--- src/rtl/c2s_pkg.sv ---
`timescale 1ns / 1ps
// c2s_pkg: widths, angle constants and the arctangent table for the
// cartesian-to-spherical pipeline. No dependencies.
package c2s_pkg;

    localparam int COORD_W    = 32;   // input coordinate width, Q16.16
    localparam int GUARD      = 8;    // guard fraction bits
    localparam int ZW         = COORD_W + GUARD;
    localparam int DW         = 44;   // CORDIC datapath width
    localparam int AW         = 33;   // angle accumulator width, Q.28
    localparam int MAX_STAGES = 28;
    localparam int RANGE_W    = 32;
    localparam int EL_W       = 18;
    localparam int AZ_W       = 20;
    localparam int ANG_SHIFT  = 12;   // Q.28 -> Q.16

    localparam logic [31:0]          GAIN_INV    = 32'h9B74EDA8;
    localparam logic signed [AW-1:0] PI_Q28      = 33'sd843314857;
    localparam logic signed [AW-1:0] HALF_PI_Q28 = 33'sd421657428;
    localparam logic signed [AW-1:0] ANG_RND     = 33'sd2048;

    localparam logic [27:0] ATAN_Q28 [MAX_STAGES] = '{
        28'd210828714, 28'd124459457, 28'd65760959, 28'd33381290, 28'd16755422,
        28'd8385879,   28'd4193963,   28'd2097109,  28'd1048571,  28'd524287,
        28'd262144,    28'd131072,    28'd65536,    28'd32768,    28'd16384,
        28'd8192,      28'd4096,      28'd2048,     28'd1024,     28'd512,
        28'd256,       28'd128,       28'd64,       28'd32,       28'd16,
        28'd8,         28'd4,         28'd2
    };

endpackage

--- src/rtl/c2s_gain.sv ---
`timescale 1ns / 1ps
// c2s_gain: two-stage CORDIC gain correction, round(a * GAIN_INV / 2^32).
// Depends on c2s_pkg.
module c2s_gain #(
    parameter int SW = 1
) (
    input  logic                        i_clk,
    input  logic                        i_rst_n,
    input  logic                        i_valid,
    input  logic [c2s_pkg::DW-1:0]      i_a,
    input  logic [SW-1:0]               i_side,
    output logic                        o_valid,
    output logic [c2s_pkg::DW-1:0]      o_p,
    output logic [SW-1:0]               o_side
);
    localparam int DW = c2s_pkg::DW;

    logic              r_valid_a, r_valid_b;
    logic [63:0]       r_plo;
    logic [DW-1:0]     r_phi;
    logic [SW-1:0]     r_side_a, r_side_b;
    logic [DW-1:0]     r_p;
    logic [64:0]       lo_rnd;
    logic [DW-1:0]     n_p;

    assign lo_rnd = {1'b0, r_plo} + 65'h0_8000_0000;
    assign n_p    = r_phi + DW'(lo_rnd[64:32]);

    always_ff @(posedge i_clk) begin
        if (!i_rst_n) begin
            r_valid_a <= 1'b0;
            r_valid_b <= 1'b0;
        end else begin
            r_valid_a <= i_valid;
            r_valid_b <= r_valid_a;
        end
    end

    always_ff @(posedge i_clk) begin
        r_plo    <= 64'(i_a[31:0]) * 64'(c2s_pkg::GAIN_INV);
        r_phi    <= DW'(i_a[DW-1:32]) * DW'(c2s_pkg::GAIN_INV);
        r_side_a <= i_side;
        r_p      <= n_p;
        r_side_b <= r_side_a;
    end

    assign o_valid = r_valid_b;
    assign o_p     = r_p;
    assign o_side  = r_side_b;

endmodule

--- config.mk ---
export PLATFORM = sky130hd
export DESIGN_NAME = c2s_gain
export DESIGN_NICKNAME = d
export VERILOG_FILES = /design/src/rtl/c2s_pkg.sv /design/src/rtl/c2s_gain.sv
export SDC_FILE = /design/constraint.sdc
export NUM_CORES = 2
export LEC_CHECK = 0
export BUFFER_PORTS_ARGS = -buffer_cell sky130_fd_sc_hd__buf_4
export CAP_MARGIN = 20
export CORE_MARGIN = 1.5
export CORE_UTILIZATION = 40
export DETAILED_ROUTE_END_ITERATION = 10
export PLACE_DENSITY_LB_ADDON = 0.12
export SYNTH_ARGS = -nofsm -noshare
export SYNTH_HDL_FRONTEND = slang
export SYNTH_SLANG_ARGS = --single-unit
--- constraint.sdc ---
create_clock -name i_clk -period 7.5 [get_ports i_clk]
set_input_delay 0.75 -clock i_clk [delete_from_list [all_inputs] [get_ports i_clk]]
set_output_delay 0.75 -clock i_clk [all_outputs]
set_load 0.02 [all_outputs]
After elaboration in Yosys (flattened, before gate mapping)
Index checks and enable logic that the tools add are counted.
{ "classes": {"mul": 2, "addsub": 2} }
{ "ops": {"columns": ["op", "count"], "rows": [
  ["adder 64 x 32 -> 65 bit (second input constant)", 1],
  ["multiplier 32 x 29 -> 61 bit (second input constant)", 1],
  ["adder 44 x 33 -> 44 bit", 1],
  ["multiplier 12 x 29 -> 41 bit (second input constant)", 1]
]} }
{ "word_totals": {"word_cells": 11, "reg_bits": 150, "output_inout_bits": 46} }

Longest topological paths before layout
{ "depth": {"word_depth": 2, "mapped_depth": 24} }

Worst setup path after synthesis
OpenSTA, ideal clock, no wires.
{ "synth_timing": {"path_type": "input to register", "start": "in i_a[8] in the netlist's numbering", "end": "reg r_plo[63]", "arrival_time_ns": 6.817, "setup_slack_ns": 0.562, "setup_ns": 0.121, "path_buffers": 0, "required_time_ns": 7.379, "cell_stages": 24, "cell_sequence": "inv_1 -> fa_1 -> fa_1 -> inv_1 -> fa_1 -> inv_1 -> fa_1 -> inv_1 -> fa_1 -> fa_1 -> fa_1 -> inv_1 -> fa_1 -> inv_1 -> ha_1 -> a21oi_1 -> o211ai_1 -> nor2_1 -> o21ai_0 -> a211oi_2 -> o21ai_1 -> a41oi_1 -> o221ai_1 -> xnor2_1"} }
{ "synth_between": {"elab_chain_cells": 1} }
{ "synth_rtl": {"columns": ["item", "line_no", "source"], "rows": [
  ["from (decl)", "c2s_gain.sv:10", "input logic [c2s_pkg::DW-1:0] i_a,"],
  ["multiplier 32 x 29 -> 61 bit", "c2s_gain.sv:40", "r_plo <= 64'(i_a[31:0]) * 64'(c2s_pkg::GAIN_INV);"],
  ["to (signal assigned)", "c2s_gain.sv:40", null],
  ["to (decl)", "c2s_gain.sv:19", "logic [63:0] r_plo;"]
]} }
Every way passes these cells.
A chain may end at the register's enable or synchronous reset.

Final worst setup path
{ "layout_timing": {"start": "in i_a[12] in the netlist's numbering", "end": "reg r_plo[63]"} }
Same word-level chain as after synthesis.

==> flow_metrics.py <==
metrics = {
    "status": {
        "status": "complete, but fails checks",
        "violations": "design-rule violations",
    },
    "yosys": {
        "synth_top_area_share_pct": 40.6,
        "yosysUniqueCellTypes": 71,
        "ys_seq_elements": 122,
        "synth_area_per_cell_um2": 9.85,
        "syn_area_um2": 28900,
        "synth_ff_type": "dfxtp_1",
        "synthCells": 2933,
        "seq_area_frac_synth_pct": 8.45,
        "ys_top_cells_by_area": "fa_1 41%, ha_1 21%, inv_1 12%",
        "synth_nets": 4055,
        "yosys.area.top_type": "fa_1",
        "synth_edf_count": 0,
        "synthArstFlopShare_pct": 0,
        "yosysWarnings": 0,
    },
    "cts": {
        "clock_path_buffers": 2,
        "cts_setup_buffers": 0,
        "cts.sinks": 122,
        "path_clk_slew_ps": 60,
        "cts-htree-levels": 4,
        "hold_buffers": 0,
        "clock_latency_ps": 430,
        "cts_resized": 0,
        "cts_tree": "done",
        "cts_buffers": 17,
        "cts-root-buf": "clkbuf_16",
    },
    "finish": {
        "n_antenna_cell": 0,
        "multi_input_area_um2": 22900,
        "fillerInstances": 7022,
        "mostFrequentLayoutCells": "914 x inv_1, 586 x fa_1, 488 x ha_1, 143 x buf_4",
        "syn_to_final_growth_pct": 9.59,
        "layout_commonest_cell": "inv_1",
        "instances_no_fill": 4033,
        "layout.nets": 4192,
        "register_area_um2": 2440,
        "drive_gt1_share_pct": 6.36,
    },
    "grt": {
        "grt_pass1_vias": 21900,
        "antenna_found_initial": 0,
        "grt_pass1_wl_um": 125000,
        "grt_max_degree": 17,
        "grtUsageMet2_pct": 36.6,
        "grtUsageTotal_pct": 22.2,
        "busiest_layer": "met2",
        "grt_overflow": 0,
        "grt_use_met3_pct": 2.63,
        "met1_usage_pct": 31.5,
    },
    "drt": {
        "drtIter0Drc": 950,
        "vias": 19800,
        "dr.pass1.iters": 11,
        "wirelength_um": 78600,
        "via_per_inst": 4.90,
        "drtAntennaViolNets": 0,
        "wl_per_cell_um": 19.5,
        "drc": 3,
    },
    "critical_path": {
        "rr_startpoint": "r_plo[33]",
        "slowest_delay_ps": 550,
        "critPathLaunchType": "primary input",
        "critical_path.top_delay_family": "adder cells",
        "reg2reg_to": "o_p[39]",
        "path_max_fanout": 7,
        "worstSetupPathType": "primary input to flop",
        "cp_data_required_time_ps": 7810,
        "worstPathArrival_ps": 7420,
        "cp.depth": 23,
        "reg2reg_depth": 16,
        "crit_chain": "buf_4 -> ha_1 -> fa_1 -> inv_1 -> fa_1 -> fa_1 -> inv_1 -> fa_1 -> fa_1 -> fa_1 -> inv_1 -> fa_1 -> inv_1 -> ha_1 -> o21a_1 -> o21ai_0 -> a211o_1 -> o21ai_0 -> a211oi_2 -> o21ai_1 -> a41oi_1 -> o221ai_1 -> xnor2_1",
        "cp_num_buf_inv": 5,
        "cp_slowest_cell": "fa_1",
        "critPathCaptureType": "flop",
        "cp-startpoint": "i_a[12]",
        "path_common_cell": "fa_1",
        "reg2reg_slack_ps": 3030,
    },
    "placement": {
        "dp.cells": 4001,
        "dpl.hpwl_um": 72600,
        "place.gp.congestion": 0.975,
        "port-buffer-count": 93,
    },
    "sta": {
        "hold_viol": 0,
        "finalCriticalPeriod_ps": 7110,
        "rsz0062_at_grt": "false",
        "max-slew-margin-rel_pct": 47.7,
        "drv_slew": 0,
        "worst_pin_slew_ps": 781,
        "fmax_mhz": 141,
        "finalSetupViolations": 0,
        "post-route-period-util_pct": 94.8,
        "hold_ws_ps": 331,
        "skew_ps": 20.6,
    },
    "flow_run": {
        "cap_viol_max_count": 0,
    },
    "worst_hold_path": {
        "hold_end": "o_side",
        "min_path_cells": 0,
        "hp-start": "r_side_a",
        "hp-class": "flop to flop",
    },
    "floorplanning": {
        "rows": 98,
        "dieArea_um2": 73800,
        "io_pins": 94,
        "start_util_pct": 40.4,
        "coreArea_um2": 71500,
        "die_y_um": 272,
        "die_x_um": 272,
    },
}
==> flip-flops by register name (all words and copies together) (netlist names) <==
signal and flops:
o_p 44, r_phi 41, r_plo 33, o_side 1, o_valid 1, r_side_a 1
r_valid_a 1
==> Yosys cell counts (3+ instances only) <==
master,instances
a31oi_1,13
and2_1,7
and3_1,25
nand3_1,35
a211o_1,3
nand2_1,89
buf_2,3
fa_1,586
o221ai_1,4
o211ai_1,11
nor2_1,63
clkbuf_1,21
nor3b_1,4
ha_1,488
nor2b_1,10
a21o_1,58
xor2_1,53
xnor2_1,80
and4_1,3
o21a_1,12
a21oi_1,122
inv_1,914
a221oi_1,5
nand4_1,23
o31a_1,3
o21ai_0,50
a41oi_1,7
o31ai_1,9
o21bai_1,24
a211oi_1,6
a2111o_1,4
nand2b_1,8
dfxtp_1,122
o21ai_1,8
nor3_1,16
==> cell type report <==
type                            count  area share (%)
Multi-Input combinational cell   1872            72.4
Inverter                          914            10.8
Timing Repair Buffer              143            3.39
Clock buffer                       17            1.34
Tap cell                          950            3.75
Clock inverter                     15           0.569
Sequential cell                   122            7.71
==> worst max path at each step <==
stage	end	slack, ps
2_1_floorplan	r_plo[63]	560
6_report	r_plo[63]	390
3_5_place_dp	r_plo[62]	-100
4_1_cts	r_plo[63]	350
5_1_grt	r_plo[63]	60
3_3_place_gp	r_plo[63]	20
==> metal layers <==
layer	part of all wire, %	vias to the layer above
met4	2.0	0
met2	48	318
met5	0	-
met1	47	10000
met3	3.1	70
li1	-	9343
==> logic make-up (layout without fill, tap and decap cells) <==
| logic type | Yosys count | count (layout) | synth area share (%) |
|---|---|---|---|
| AND/OR/NAND/NOR | 296 | 296 | 4.98 |
| flip-flops | 122 | 122 | 8.45 |
| adder cells (fa/ha/maj) | 1074 | 1074 | 61.7 |
| buffers and inverters | 939 | 1089 | 12.2 |
| XOR/XNOR | 133 | 133 | 4.03 |
| AO/OA/AOI/OAI | 369 | 369 | 8.58 |
==> per-stage QoR <==
step                      util (%)  instance area [um^2]  setup WS [ps]  setup TNS [ps]
after global routing          44.3                 31700           64.6               0
after detailed placement      43.4                 31100           -101            -418
after floorplan                  -                 28900            562               0
after CTS                     44.3                 31700            353               0
after global placement        43.4                 31100           17.0               0
final                         44.3                 31700            387               0
Power is left out: the tool's default activity adds up to more than one toggle a clock period on the data nets, which glitch-free logic cannot reach.
